`src/nfba_pkg.sv`:
```
// ----------------------------------------------------------------------------
// nfba_pkg
// Shared types and constants for the next-fit bitmap block allocator.
// ----------------------------------------------------------------------------
package nfba_pkg;

    // field widths
    localparam int BLK_W    = 12;  // block number as carried on the ports
    localparam int IBLK_W   = 13;  // internal block number, holds the device end
    localparam int STATUS_W = 2;
    localparam int CFG_IDX_W = 2;
    localparam int CFG_DATA_W = 13;

    // largest usable end the 13-bit total_blocks register can express
    localparam int MAX_END = 8191;

    // reciprocal divide: exact for 13-bit dividends and divisors up to 64
    localparam int DIV_SHIFT = 20;

    // action codes
    localparam logic ACT_ALLOC = 1'b0;
    localparam logic ACT_FREE  = 1'b1;

    // status codes
    localparam logic [STATUS_W-1:0] ST_OK       = 2'd0;
    localparam logic [STATUS_W-1:0] ST_FULL     = 2'd1;
    localparam logic [STATUS_W-1:0] ST_BAD_FREE = 2'd2;

    // register indexes
    localparam logic [CFG_IDX_W-1:0] REG_REGION_START = 2'd0;
    localparam logic [CFG_IDX_W-1:0] REG_TOTAL_BLOCKS = 2'd1;

    // register reset values
    localparam logic [BLK_W-1:0]  REGION_START_RST = 12'd1;
    localparam logic [IBLK_W-1:0] TOTAL_BLOCKS_RST = 13'd4096;

    typedef struct packed {
        logic             action;
        logic [BLK_W-1:0] block_number;
    } cmd_t;

    typedef struct packed {
        logic [STATUS_W-1:0] status;
        logic [BLK_W-1:0]    granted_block;
    } result_t;

endpackage

```
`src/next_fit_bitmap_block_allocator.sv`:
```
// ----------------------------------------------------------------------------
// next_fit_bitmap_block_allocator
// Next-fit block allocator over a one-bit-per-block used map.
// ----------------------------------------------------------------------------
// Usage:
//   Command channel: a beat is taken when start is high and busy is low.
//   cmd.action selects allocate or free; cmd.block_number is the block to free.
//   Each command gives exactly one result beat: done is high for one cycle
//   with result valid. The receiver cannot stall; results are not held.
//   Config channel: cfg_index/cfg_data written when cfg_valid and cfg_ready
//   (always ready). Write only while idle. Writing the region start also
//   moves the next-fit cursor there.
// Sequence:
//   Free: the block number passes the divider (S_DIV0, S_DIV1), its map word is
//   read (S_RDADDR) and the bit is cleared in S_FREE. Allocate runs the same
//   steps, then S_SCAN tests one word per cycle through the shared scan unit and
//   the single map read port; a search that wraps to the region start passes the
//   divider and the read again. An empty region, or a free outside the region, is
//   answered from idle without the map. A full map is scanned through.
// Reset:
//   The map is cleared by a pass of one word per cycle over ceil(min(NUM_BLOCKS,
//   8191)/WORD_BITS) map words (64 by default); busy stays high meanwhile.
// ----------------------------------------------------------------------------
module next_fit_bitmap_block_allocator #(
    parameter int NUM_BLOCKS = 4096,
    parameter int WORD_BITS  = 64
) (
    input  logic                              clk,
    input  logic                              rst_n,
    input  logic                              start,
    output logic                              busy,
    input  nfba_pkg::cmd_t                    cmd,
    output logic                              done,
    output nfba_pkg::result_t                 result,
    input  logic                              cfg_valid,
    output logic                              cfg_ready,
    input  logic [nfba_pkg::CFG_IDX_W-1:0]    cfg_index,
    input  logic [nfba_pkg::CFG_DATA_W-1:0]   cfg_data
);

    localparam int IW      = nfba_pkg::IBLK_W;
    localparam int BW      = nfba_pkg::BLK_W;
    localparam int END_CAP = (NUM_BLOCKS < nfba_pkg::MAX_END) ? NUM_BLOCKS : nfba_pkg::MAX_END;
    localparam int MEM_WORDS = (END_CAP + WORD_BITS - 1) / WORD_BITS;
    localparam int ADDR_W  = (MEM_WORDS > 1) ? $clog2(MEM_WORDS) : 1;
    localparam int BIT_W   = $clog2(WORD_BITS);
    localparam logic [IW-1:0]     END_CAP_V = IW'(END_CAP);
    localparam logic [IW:0]       WB_V      = (IW+1)'(WORD_BITS);
    localparam logic [ADDR_W-1:0] LAST_ADDR = ADDR_W'(MEM_WORDS - 1);

    localparam logic [2:0] S_CLEAR  = 3'd0;
    localparam logic [2:0] S_IDLE   = 3'd1;
    localparam logic [2:0] S_DIV0   = 3'd2;
    localparam logic [2:0] S_DIV1   = 3'd3;
    localparam logic [2:0] S_RDADDR = 3'd4;
    localparam logic [2:0] S_SCAN   = 3'd5;
    localparam logic [2:0] S_FREE   = 3'd6;

    logic [2:0]                 state_reg, state_next;
    logic                       act_reg, act_next;
    logic [IW-1:0]              lo_reg, lo_next;
    logic [IW-1:0]              hi_reg, hi_next;
    logic [IW-1:0]              start_reg, start_next;
    logic                       wrap_reg, wrap_next;
    logic [ADDR_W-1:0]          addr_reg, addr_next;
    logic [IW-1:0]              base_reg, base_next;
    logic [BW-1:0]              ds_reg, ds_next;
    logic [IW-1:0]              tb_reg, tb_next;
    logic [BW-1:0]              cursor_reg, cursor_next;
    logic                       done_reg, done_next;
    nfba_pkg::result_t          res_reg, res_next;

    logic [WORD_BITS-1:0]       mem [MEM_WORDS];
    logic [WORD_BITS-1:0]       rd_data_reg;
    logic [ADDR_W-1:0]          mem_raddr;
    logic                       mem_we;
    logic [ADDR_W-1:0]          mem_waddr;
    logic [WORD_BITS-1:0]       mem_wdata;

    logic [IW-1:0]              div_quot;
    logic [IW-1:0]              div_base;
    logic                       scan_found;
    logic [BIT_W-1:0]           scan_bit;
    logic [WORD_BITS-1:0]       scan_word;

    logic [IW-1:0]              end_c;
    logic [IW-1:0]              ds_ext;
    logic [IW-1:0]              cur_ext;
    logic [IW-1:0]              blk_ext;
    logic [IW-1:0]              search_start;
    logic [IW-1:0]              got;
    logic [IW-1:0]              got_inc;
    logic [IW:0]                next_base;
    logic [IW-1:0]              free_off;
    logic [BIT_W-1:0]           free_bit;
    logic                       cfg_we;

    assign end_c   = (tb_reg < END_CAP_V) ? tb_reg : END_CAP_V;
    assign ds_ext  = IW'(ds_reg);
    assign cur_ext = IW'(cursor_reg);
    assign blk_ext = IW'(cmd.block_number);
    assign search_start = (cur_ext < ds_ext || cur_ext >= end_c) ? ds_ext : cur_ext;
    assign got       = base_reg + IW'(scan_bit);
    assign got_inc   = got + IW'(1);
    assign next_base = (IW+1)'(base_reg) + WB_V;
    assign free_off  = lo_reg - base_reg;
    assign free_bit  = free_off[BIT_W-1:0];
    assign cfg_we    = cfg_valid && cfg_ready;

    nfba_div #(
        .WORD_BITS (WORD_BITS)
    ) u_div (
        .clk  (clk),
        .num  (lo_reg),
        .quot (div_quot),
        .base (div_base)
    );

    nfba_scan #(
        .WORD_BITS (WORD_BITS)
    ) u_scan (
        .word     (rd_data_reg),
        .base     (base_reg),
        .lo       (lo_reg),
        .hi       (hi_reg),
        .found    (scan_found),
        .bit_idx  (scan_bit),
        .set_word (scan_word)
    );

    // map memory: one write and one registered read per cycle
    always_ff @(posedge clk)
    begin
        if (mem_we)
            mem[mem_waddr] <= mem_wdata;
        rd_data_reg <= mem[mem_raddr];
    end

    always_comb
    begin
        state_next  = state_reg;
        act_next    = act_reg;
        lo_next     = lo_reg;
        hi_next     = hi_reg;
        start_next  = start_reg;
        wrap_next   = wrap_reg;
        addr_next   = addr_reg;
        base_next   = base_reg;
        ds_next     = ds_reg;
        tb_next     = tb_reg;
        cursor_next = cursor_reg;
        done_next   = 1'b0;
        res_next    = res_reg;
        mem_raddr   = addr_reg;
        mem_we      = 1'b0;
        mem_waddr   = addr_reg;
        mem_wdata   = '0;

        unique case (state_reg)
            S_CLEAR:
            begin
                mem_we    = 1'b1;
                addr_next = addr_reg + ADDR_W'(1);
                if (addr_reg == LAST_ADDR)
                begin
                    addr_next  = '0;
                    state_next = S_IDLE;
                end
            end
            S_IDLE:
            begin
                if (start)
                begin
                    act_next = cmd.action;
                    if (cmd.action == nfba_pkg::ACT_FREE)
                    begin
                        if (blk_ext < ds_ext || blk_ext >= end_c)
                        begin
                            done_next = 1'b1;
                            res_next  = '{status: nfba_pkg::ST_BAD_FREE, granted_block: '0};
                        end
                        else
                        begin
                            lo_next    = blk_ext;
                            state_next = S_DIV0;
                        end
                    end
                    else
                    begin
                        if (ds_ext >= end_c)
                        begin
                            done_next = 1'b1;
                            res_next  = '{status: nfba_pkg::ST_FULL, granted_block: '0};
                        end
                        else
                        begin
                            lo_next    = search_start;
                            hi_next    = end_c;
                            start_next = search_start;
                            wrap_next  = 1'b0;
                            state_next = S_DIV0;
                        end
                    end
                end
            end
            S_DIV0:
            begin
                state_next = S_DIV1;
            end
            S_DIV1:
            begin
                state_next = S_RDADDR;
            end
            S_RDADDR:
            begin
                mem_raddr  = div_quot[ADDR_W-1:0];
                addr_next  = div_quot[ADDR_W-1:0];
                base_next  = div_base;
                state_next = (act_reg == nfba_pkg::ACT_FREE) ? S_FREE : S_SCAN;
            end
            S_SCAN:
            begin
                mem_raddr = addr_reg + ADDR_W'(1);
                if (scan_found)
                begin
                    mem_we      = 1'b1;
                    mem_wdata   = scan_word;
                    cursor_next = (got_inc >= end_c) ? ds_reg : got_inc[BW-1:0];
                    done_next   = 1'b1;
                    res_next    = '{status: nfba_pkg::ST_OK, granted_block: got[BW-1:0]};
                    state_next  = S_IDLE;
                end
                else if (next_base >= (IW+1)'(hi_reg))
                begin
                    // end of window: wrap once to the region start if the search began above it, else full
                    if (!wrap_reg && start_reg > ds_ext)
                    begin
                        lo_next    = ds_ext;
                        hi_next    = start_reg;
                        wrap_next  = 1'b1;
                        state_next = S_DIV0;
                    end
                    else
                    begin
                        done_next  = 1'b1;
                        res_next   = '{status: nfba_pkg::ST_FULL, granted_block: '0};
                        state_next = S_IDLE;
                    end
                end
                else
                begin
                    addr_next = addr_reg + ADDR_W'(1);
                    base_next = next_base[IW-1:0];
                end
            end
            S_FREE:
            begin
                done_next  = 1'b1;
                state_next = S_IDLE;
                if (rd_data_reg[free_bit])
                begin
                    mem_we    = 1'b1;
                    mem_wdata = rd_data_reg & ~(WORD_BITS'(1) << free_bit);
                    res_next  = '{status: nfba_pkg::ST_OK, granted_block: '0};
                end
                else
                begin
                    res_next = '{status: nfba_pkg::ST_BAD_FREE, granted_block: '0};
                end
            end
            default:
            begin
                state_next = S_IDLE;
            end
        endcase

        if (cfg_we)
        begin
            unique case (cfg_index)
                nfba_pkg::REG_REGION_START:
                begin
                    ds_next     = cfg_data[BW-1:0];
                    cursor_next = cfg_data[BW-1:0];
                end
                nfba_pkg::REG_TOTAL_BLOCKS:
                begin
                    tb_next = cfg_data[IW-1:0];
                end
                default:
                begin
                    // unknown index: ignored
                end
            endcase
        end
    end

    always_ff @(posedge clk or negedge rst_n)
    begin
        if (!rst_n)
        begin
            state_reg  <= S_CLEAR;
            addr_reg   <= '0;
            ds_reg     <= nfba_pkg::REGION_START_RST;
            tb_reg     <= nfba_pkg::TOTAL_BLOCKS_RST;
            cursor_reg <= nfba_pkg::REGION_START_RST;
            done_reg   <= 1'b0;
            act_reg    <= nfba_pkg::ACT_ALLOC;
            wrap_reg   <= 1'b0;
        end
        else
        begin
            state_reg  <= state_next;
            addr_reg   <= addr_next;
            ds_reg     <= ds_next;
            tb_reg     <= tb_next;
            cursor_reg <= cursor_next;
            done_reg   <= done_next;
            act_reg    <= act_next;
            wrap_reg   <= wrap_next;
        end
    end

    always_ff @(posedge clk)
    begin
        lo_reg    <= lo_next;
        hi_reg    <= hi_next;
        start_reg <= start_next;
        base_reg  <= base_next;
        res_reg   <= res_next;
    end

    assign busy      = (state_reg != S_IDLE);
    assign done      = done_reg;
    assign result    = res_reg;
    assign cfg_ready = 1'b1;

endmodule

```
`src/nfba_div.sv`:
```
// ----------------------------------------------------------------------------
// nfba_div
// Block number to map word: reciprocal multiply, then word base address.
// Quotient register, then base register; the dividend must be held for both cycles.
// ----------------------------------------------------------------------------
module nfba_div #(
    parameter int WORD_BITS = 64
) (
    input  logic                          clk,
    input  logic [nfba_pkg::IBLK_W-1:0]   num,
    output logic [nfba_pkg::IBLK_W-1:0]   quot,
    output logic [nfba_pkg::IBLK_W-1:0]   base
);

    localparam int RECIP = ((1 << nfba_pkg::DIV_SHIFT) + WORD_BITS - 1) / WORD_BITS;
    localparam int M_W   = $clog2(RECIP + 1);
    localparam logic [M_W-1:0] RECIP_V = M_W'(RECIP);
    localparam logic [nfba_pkg::IBLK_W-1:0] WB_V = nfba_pkg::IBLK_W'(WORD_BITS);

    logic [nfba_pkg::IBLK_W+M_W-1:0]   prod;
    logic [2*nfba_pkg::IBLK_W-1:0]     bprod;
    logic [nfba_pkg::IBLK_W-1:0]       quot_reg;
    logic [nfba_pkg::IBLK_W-1:0]       base_reg;

    assign prod  = (nfba_pkg::IBLK_W+M_W)'(num) * (nfba_pkg::IBLK_W+M_W)'(RECIP_V);
    assign bprod = (2*nfba_pkg::IBLK_W)'(quot_reg) * (2*nfba_pkg::IBLK_W)'(WB_V);

    always_ff @(posedge clk)
    begin
        quot_reg <= nfba_pkg::IBLK_W'(prod >> nfba_pkg::DIV_SHIFT);
        base_reg <= bprod[nfba_pkg::IBLK_W-1:0];
    end

    assign quot = quot_reg;
    assign base = base_reg;

endmodule

```
`src/nfba_scan.sv`:
```
// ----------------------------------------------------------------------------
// nfba_scan
// One map word against a block window [lo, hi): finds the lowest free bit
// inside the window and returns the word with that bit set.
// ----------------------------------------------------------------------------
module nfba_scan #(
    parameter int WORD_BITS = 64
) (
    input  logic [WORD_BITS-1:0]          word,
    input  logic [nfba_pkg::IBLK_W-1:0]   base,
    input  logic [nfba_pkg::IBLK_W-1:0]   lo,
    input  logic [nfba_pkg::IBLK_W-1:0]   hi,
    output logic                          found,
    output logic [$clog2(WORD_BITS)-1:0]  bit_idx,
    output logic [WORD_BITS-1:0]          set_word
);

    localparam int OFF_W = $clog2(WORD_BITS + 1);
    localparam int BIT_W = $clog2(WORD_BITS);
    localparam logic [nfba_pkg::IBLK_W-1:0] WB_V = nfba_pkg::IBLK_W'(WORD_BITS);

    logic [nfba_pkg::IBLK_W-1:0] lo_diff;
    logic [nfba_pkg::IBLK_W-1:0] hi_diff;
    logic [OFF_W-1:0]            lo_off;
    logic [OFF_W-1:0]            hi_off;
    logic [WORD_BITS-1:0]        cand;

    assign lo_diff = lo - base;
    assign hi_diff = hi - base;

    always_comb
    begin
        // window edges relative to this word, clamped to the word
        if (lo <= base)
            lo_off = '0;
        else if (lo_diff >= WB_V)
            lo_off = OFF_W'(WORD_BITS);
        else
            lo_off = lo_diff[OFF_W-1:0];

        if (hi <= base)
            hi_off = '0;
        else if (hi_diff >= WB_V)
            hi_off = OFF_W'(WORD_BITS);
        else
            hi_off = hi_diff[OFF_W-1:0];

        for (int i = 0; i < WORD_BITS; i++)
            cand[i] = ~word[i] && (OFF_W'(i) >= lo_off) && (OFF_W'(i) < hi_off);
    end

    always_comb
    begin
        found   = 1'b0;
        bit_idx = '0;
        for (int i = WORD_BITS - 1; i >= 0; i--)
        begin
            if (cand[i])
            begin
                found   = 1'b1;
                bit_idx = BIT_W'(i);
            end
        end
    end

    assign set_word = word | (WORD_BITS'(1) << bit_idx);

endmodule

```
`config.mk`:
```
export PLATFORM = sky130hd
export DESIGN_NAME = next_fit_bitmap_block_allocator
export DESIGN_NICKNAME = d
export VERILOG_FILES = /design/src/nfba_pkg.sv /design/src/next_fit_bitmap_block_allocator.sv /design/src/nfba_div.sv /design/src/nfba_scan.sv
export SDC_FILE = /design/constraint.sdc
export NUM_CORES = 2
export LEC_CHECK = 0
export BUFFER_PORTS_ARGS = -buffer_cell sky130_fd_sc_hd__clkbuf_2
export CORE_MARGIN = 1
export CORE_UTILIZATION = 57
export DETAILED_ROUTE_END_ITERATION = 16
export PLACE_DENSITY = 0.73
export SYNTH_ARGS = -nofsm -noshare
export SYNTH_HDL_FRONTEND = slang
export SYNTH_SLANG_ARGS = --single-unit
```
`constraint.sdc`:
```
create_clock -name clk -period 10.6 [get_ports clk]
set_input_delay 2.65 -clock clk [delete_from_list [all_inputs] [get_ports clk]]
set_output_delay 2.65 -clock clk [all_outputs]
set_load 0.02 [all_outputs]
```
Word-level counts from Yosys, hierarchy flattened
Memories as Yosys holds them, arrays and structs flattened. A register that Yosys moved wholly into a read port is not among the register bits.
Index checks and enable logic that the tools add are counted.
W data, S select, Z words.
- memories: 1
- register bits: 129
- word-level logic and storage cells: 613
- bits in writable memories: 4096
- input bits: 32
- memories (memory ; words ; width ; rd ports ; clocked after memory_dff ; wr ports ; RTL line ; source):
    mem ; 64 ; 64 ; 1 ; 1 ; 1 ; next_fit_bitmap_block_allocator.sv:73 ; logic [WORD_BITS-1:0] mem [MEM_WORDS];
- shift-type cells: 2
- bitwise operators: 69
- add/subtract/negate cells: 6
- multiplexer cells: 206
- magnitude comparators: 142
- eq/ne operators: 23
- reductions and logical operators: 148
- operator list (operator ; count):
    $mux W6 ; 67
    $ge A6 B7 Y1 const A ; 32
    $lt A6 B7 Y1 const A ; 32
    $mux W13 ; 16
    $logic_and A1 B1 Y1 ; 129
    $mux W64 ; 2
    $pmux W64 S2 ; 1
    $shl A1 B6 Y64 const A ; 2
    $ge A5 B7 Y1 const A ; 16
    $lt A5 B7 Y1 const A ; 16
    $mux W14 ; 8
    $mux W1 ; 82
    $pmux W13 S2 ; 3
    $mux W12 ; 6
    $not A1 Y1 ; 66
    $and A64 B64 Y64 ; 1
    $not A64 Y64 ; 1
    $or A64 B64 Y64 ; 1
    $ge A4 B7 Y1 const A ; 8
    $lt A4 B7 Y1 const A ; 8
    $pmux W14 S3 ; 1
    $ge A12 B13 Y1 ; 3
    $ge A3 B7 Y1 const A ; 4
    $lt A3 B7 Y1 const A ; 4
    other kinds (46) ; 87

Longest topological paths before layout
- depth in word-level cells: 79
- gate-level depth with buffers: 39

Cells and area by module
From an unflattened synthesis, not the netlist that was laid out.
- cell total of the unflattened synthesis: 8777
- area total of the unflattened synthesis: 172840.8 µm²
- modules (own cells, without submodules) (module ; cells each ; times used ; area an instance (µm²)):
    next_fit_bitmap_block_allocator ; 7777 ; 1 ; 166254.5
    nfba_scan ; 973 ; 1 ; 6212.2
    nfba_div ; 27 ; 1 ; 374.1

Least setup slack after synthesis
No wires, ideal clock.
- path type: reg2reg
- start: reg base_reg[6]
- end: mem mem[0][33], data pin
- cell stages (with the launch flop): 21
- data required time: 9.695 ns
- slack: 1.353 ns
- clock period less this slack: 9.247 ns
- data arrival time: 8.342 ns
- cell sequence: edfxtp_1 ha_1 fa_1 nand2b_1 a2111o_1 o311ai_1 o2111a_1 clkbuf_1 clkbuf_1 o2111ai_1 a22o_1 a2111oi_0 nor3b_1 o311ai_1 a41oi_1 o31ai_1 nand2_1 inv_1 ha_1 nand3_1 o41ai_1
- word-level cells in the longest chain between the ends: 75
- elaborated cells between the ends (all ways): 398
- classes of those cells: 2 x add/sub; 132 x order compare; 1 x shift; 134 x mux; 1 x bitwise; 128 x reduce/logical
- RTL lines (item ; RTL line ; source):
    from (decl) ; next_fit_bitmap_block_allocator.sv:66 ; logic [IW-1:0] base_reg, base_next;
    from (signal assigned) ; next_fit_bitmap_block_allocator.sv:328 ; base_reg <= base_next;
    $sub A13 B13 Y13 ; nfba_scan.sv:28 ; assign lo_diff = lo - base;
    $ge A13 B7 Y1 ; nfba_scan.sv:36 ; else if (lo_diff >= WB_V)
    $mux W7 ; nfba_scan.sv:36 ;
    $mux W7 ; nfba_scan.sv:34 ; if (lo <= base)
    $ge A6 B7 Y1 ; nfba_scan.sv:49 ; cand[i] = ~word[i] && (OFF_W'(i) >= lo_off) && (OFF_W'(i) < hi_off);
    $logic_and A1 B1 Y1 (2 in a row) ; nfba_scan.sv:49 ;
    $mux W6 (64 in a row) ; nfba_scan.sv:58 ; if (cand[i])
    $shl A1 B6 Y64 ; nfba_scan.sv:66 ; assign set_word = word | (WORD_BITS'(1) << bit_idx);
    $or A64 B64 Y64 ; nfba_scan.sv:66 ;
    $mux W64 * ; next_fit_bitmap_block_allocator.sv:224 ; if (scan_found)
    $pmux W64 S2 * ; next_fit_bitmap_block_allocator.sv:159 ; unique case (state_reg)
    net mem_wdata[33] ; next_fit_bitmap_block_allocator.sv:78 ; logic [WORD_BITS-1:0] mem_wdata;
    to (decl) ; next_fit_bitmap_block_allocator.sv:73 ;
Mark *: on every way through the listed nets, which the timed path passes. The rest lies on a longest branch.

Worst setup path after layout
- start: reg base_reg[9]
- end: reg cursor_reg[8]
- word-level cells in the longest chain between the ends: 79
- elaborated cells between the ends (all ways): 402
- classes of those cells: 4 x add/sub; 133 x order compare; 137 x mux; 128 x reduce/logical
- RTL lines (item ; RTL line ; source):
    $sub A13 B13 Y13 ; nfba_scan.sv:28 ;
    $ge A13 B7 Y1 ; nfba_scan.sv:36 ;
    $mux W7 ; nfba_scan.sv:36 ;
    $mux W7 ; nfba_scan.sv:34 ;
    $ge A6 B7 Y1 ; nfba_scan.sv:49 ;
    $logic_and A1 B1 Y1 (2 in a row) ; nfba_scan.sv:49 ;
    $mux W6 (64 in a row) ; nfba_scan.sv:58 ;
    $add A13 B6 Y13 ; next_fit_bitmap_block_allocator.sv:103 ; assign got = base_reg + IW'(scan_bit);
    $add A13 B1 Y13 ; next_fit_bitmap_block_allocator.sv:104 ; assign got_inc = got + IW'(1);
    $ge A13 B13 Y1 ; next_fit_bitmap_block_allocator.sv:228 ; cursor_next = (got_inc >= end_c) ? ds_reg : got_inc[BW-1:0];
    $mux W12 ; next_fit_bitmap_block_allocator.sv:228 ;
    $mux W12 * ; next_fit_bitmap_block_allocator.sv:224 ;
    $mux W12 * ; next_fit_bitmap_block_allocator.sv:159 ;
    $mux W12 ; next_fit_bitmap_block_allocator.sv:279 ; unique case (cfg_index)
    $mux W12 * ; next_fit_bitmap_block_allocator.sv:277 ; if (cfg_we)
    net cursor_next[8] ; next_fit_bitmap_block_allocator.sv:69 ; logic [BW-1:0] cursor_reg, cursor_next;
    to (signal assigned) ; next_fit_bitmap_block_allocator.sv:305 ; cursor_reg <= nfba_pkg::REGION_START_RST;
    to (signal assigned) ; next_fit_bitmap_block_allocator.sv:316 ; cursor_reg <= cursor_next;
    to (decl) ; next_fit_bitmap_block_allocator.sv:69 ;
Marked as above.
A chain may end at the register's enable or synchronous reset.

==> impl_results.md <==
- Run status: completed
- Yosys Warn Count: 0
- Setup Total Neg Slack: 0 ps
- Overflow after GRT: 0
- # Post-CTS Setup Buffers: 0
- Fin nets: 9070
- Origin of the critical flop-to-flop path: base_reg[9]$_DFFE_PP_
- Router iterations before antenna repair: 9
- I/O Pins: 49
- Initial antenna violation count: 29
- DRC viols: 0
- Asr flop ratio synth: between 1 and 1.5%
- Total power: 0.05776 W
- Top FF cell, synth: edfxtp_1
- Critical path origin: base_reg[9]$_DFFE_PP_
- Worst endpoint required time: around 11000 ps
- Vias/cell: between 6 and 7
- Pwr Density: between 300 and 400 nW/um2
- Max reg flops: 4096
- Slew HR: 6.336%
- Crit-path most repeated cell: a21oi_1
- Peak VDD IR: 337.3 uV
- Initial Util: 57.25%
- Mapped Cells: 8646
- Crit end category: register
- CP max FO: 9
- Max Clk Rate: 107.0 MHz
- H-tree levels: 5
- Unrepaired setup endpoints after global routing: false
- Via count: 92480
- Root Driver: clkbuf_16
- CP max stage delay: 670 ps
- Global-route wire length before repair: 704700 um
- Final Slew Violations: 0
- Row cnt: around 200
- Initial DRC count: 13310
- EDFF count, synth: 4154
- Synthesized area: around 170000 um2
- DIE WIDTH: ~550 um
- Worst r2r path cells: 34
- Measured slew at the worst slew-check pin: 1402 ps
- Register bit count reported by yosys: 4279
- Crit path to: cursor_reg[8]$_DFF_PN0_
- Routed Antenna Nets: 0
- CTS Hold Bufs: 0
- Routed WL per cell: 38.06 um
- PortBufs: 47
- Ratio of cells with drive above 1 in the final layout: between 20% and 30%
- Vias in the first global route: ~91000
- Synth Net Count: 8791
- WHS: 375.8 ps
- Final hold violation count: 0
- GPL Wtd Cong: 0.9536
- Core box area: about 300000 um2
- Setup slack, reg-to-reg: roughly 1300 ps
- Critical Path AT: 10180 ps
- CTS tree: yes
- Critical Path Source Type: register
- Final Setup Violations: 0
- End of the worst register-to-register path: cursor_reg[8]$_DFF_PN0_
- PostCTS Resize Cnt: 0
- Largest net degree at the start of global routing: 135
- Crit share post-route: between 80 and 90%
- Die area: 303300 um2
- Reg clk slew, reported paths: 60 ps
- LEAKAGE: 64.39 nW
- Clk_lat worst skew: 1000 ps
- Critical path class: reg -> reg
- GRT Util Overall: between 30% and 40%
- Area Growth Syn to Fin: 12.08%
- CTS Sinks: 4279
- Clk_skew: 98.51 ps
- Post-DP HPWL: 291100 um
- Sequential element share of the synthesized area: 74.28%
- Max-Cap Viols: 0
- Die H: 550.7 um
- Buffer depth of the longest clock path: 4
- Hold Path Class: reg -> reg
- Syn_area_per_cell: 19.85 um2
- Min Tclk post-route: 9349 ps
- Synth cell types: 100
- Number of buffers created by CTS: 419
- Slowest cell on crit path: o21ai_1
- Post-Route WL: a little over 500000 um
-- cells in the mapped netlist, types with 28 or more instances --
cell | count | area share (%)
edfxtp_1 | 4154 | 73
mux4_2 | 1042 | 14
a211oi_1 | 462 | 2.0
a21oi_1 | 445 | 1.3
clkbuf_1 | 371 | 0.81
nor2b_1 | 278 | 1.0
mux2i_1 | 264 | 1.5
nor2_1 | 213 | 0.47
o21ai_0 | 173 | 0.50
nand2_1 | 163 | 0.36
buf_1 | 139 | 0.30
ha_1 | 111 | 0.81
dfxtp_1 | 76 | 0.89
inv_1 | 64 | 0.14
nor3_1 | 58 | 0.17
dfrtp_1 | 46 | 0.67
nand3_1 | 44 | 0.13
a21o_1 | 37 | 0.16
o22ai_1 | 31 | 0.11
a31oi_1 | 28 | 0.10
-- cell usage in the layout, fill, tap and decap left out, types with 21 or more instances in the layout --
cell type and instances:
edfxtp_1 4154, mux4_2 1042, a211oi_1 462, a21oi_1 441
clkbuf_16 426, buf_4 280, nor2b_1 277, mux2i_1 264
nand2_1 159, o21ai_0 155, nor2_1 117, clkbuf_1 114
ha_1 111, nor2_4 91, clkinv_1 90, dfxtp_1 76
clkinv_2 71, inv_1 64, buf_12 63, nor3_1 58
clkbuf_2 47, dfrtp_1 46, nand3_1 44, a21o_1 36
o22ai_1 31, a31oi_1 28, o21a_1 27, nand4_1 26
bufinv_16 24, and2_1 21
-- worst max-delay path, delay by kind of cell, from the launching register on --
| family | cells | cell delay (ps) |
|---|---|---|
| compound gates | 15 | 4600 |
| fa+ha+maj | 3 | 850 |
| xor+xnor | 1 | 170 |
| simple gates | 10 | 2250 |
| flops | 1 | 420 |
| buf+inv | 5 | 940 |
-- area by class of cell --
class / count / area (um2)
Inverter: 64 / 240.2
Clock inverter: 215 / 1908
Timing Repair Buffer: 390 / 3598
Antenna cell: 16 / 40.04
Multi-Input combinational cell: 3771 / 42930
Tap cell: 3958 / 4952
Sequential cell: 4279 / 127500
Fill cell: 19500 / 107400
Clock buffer: 548 / 11200
-- layer usage --
metal / vias to the layer above / routed length, um / share of wire (%) / track usage, %
met2: 6077 / 235500 / 47 / 51.59
li1: 36700 / - / - / -
met4: 12 / 23610 / 4.7 / 13.62
met5: - / 85 / 0.017 / 0
met3: 1035 / 57970 / 12 / 7.385
met1: 48660 / 186800 / 37 / 47.01
-- report_power, final --
part	internal, W	total (W)	switching [W]
logic	0.00898	0.0227	0.0137
registers	0.0200	0.0207	0.000767
clock network	0.00803	0.0143	0.00631
-- metrics by stage --
stage | util (%) | cell area, um2 | setup WS [ps] | cells
3_3_place_gp | 59.78 | 179200 | 1281 | 12460
5_1_grt | 64.16 | 192300 | 599.0 | 13230
2_1_floorplan | - | 171600 | 1353 | 8646
6_report | 64.17 | 192400 | 1251 | 13240
4_1_cts | 64.16 | 192300 | 1490 | 13230
3_5_place_dp | 59.78 | 179200 | 1542 | 12460
-- worst min path at each step --
| stage | startpoint | end | depth (start not counted) |
|---|---|---|---|
| global placement | lo_reg[6]$_DFFE_PP_ | u_div.quot[0]$_DFF_P_ | 0 |
| floorplan | lo_reg[6]$_DFFE_PP_ | u_div.quot[0]$_DFF_P_ | 0 |
| finish | lo_reg[6]$_DFFE_PP_ | u_div.quot[0]$_DFF_P_ | 0 |
| global route | u_div.quot[5]$_DFF_P_ | u_div.base[11]$_DFF_P_ | 0 |
| CTS | lo_reg[6]$_DFFE_PP_ | u_div.quot[0]$_DFF_P_ | 0 |
| detailed placement | lo_reg[6]$_DFFE_PP_ | u_div.quot[0]$_DFF_P_ | 0 |
-- cell families (layout without fill, tap and decap cells) --
| group | count (synthesis) | after routing | synth area share (%) |
|---|---|---|---|
| adders and majority gates | 113 | 113 | 0.8325 |
| AOI/OAI and AO/OA | 1376 | 1376 | 5.221 |
| muxes | 1323 | 1323 | 15.32 |
| xor gates and xnor gates | 19 | 19 | 0.09696 |
| DFF | 4279 | 4279 | 74.28 |
| other | 1 | 17 | 0.002185 |
| and+or+nand+nor | 939 | 939 | 2.904 |
| buffers and inverters | 596 | 1217 | 1.335 |
Note: power is estimated with default switching activity, not from simulation.
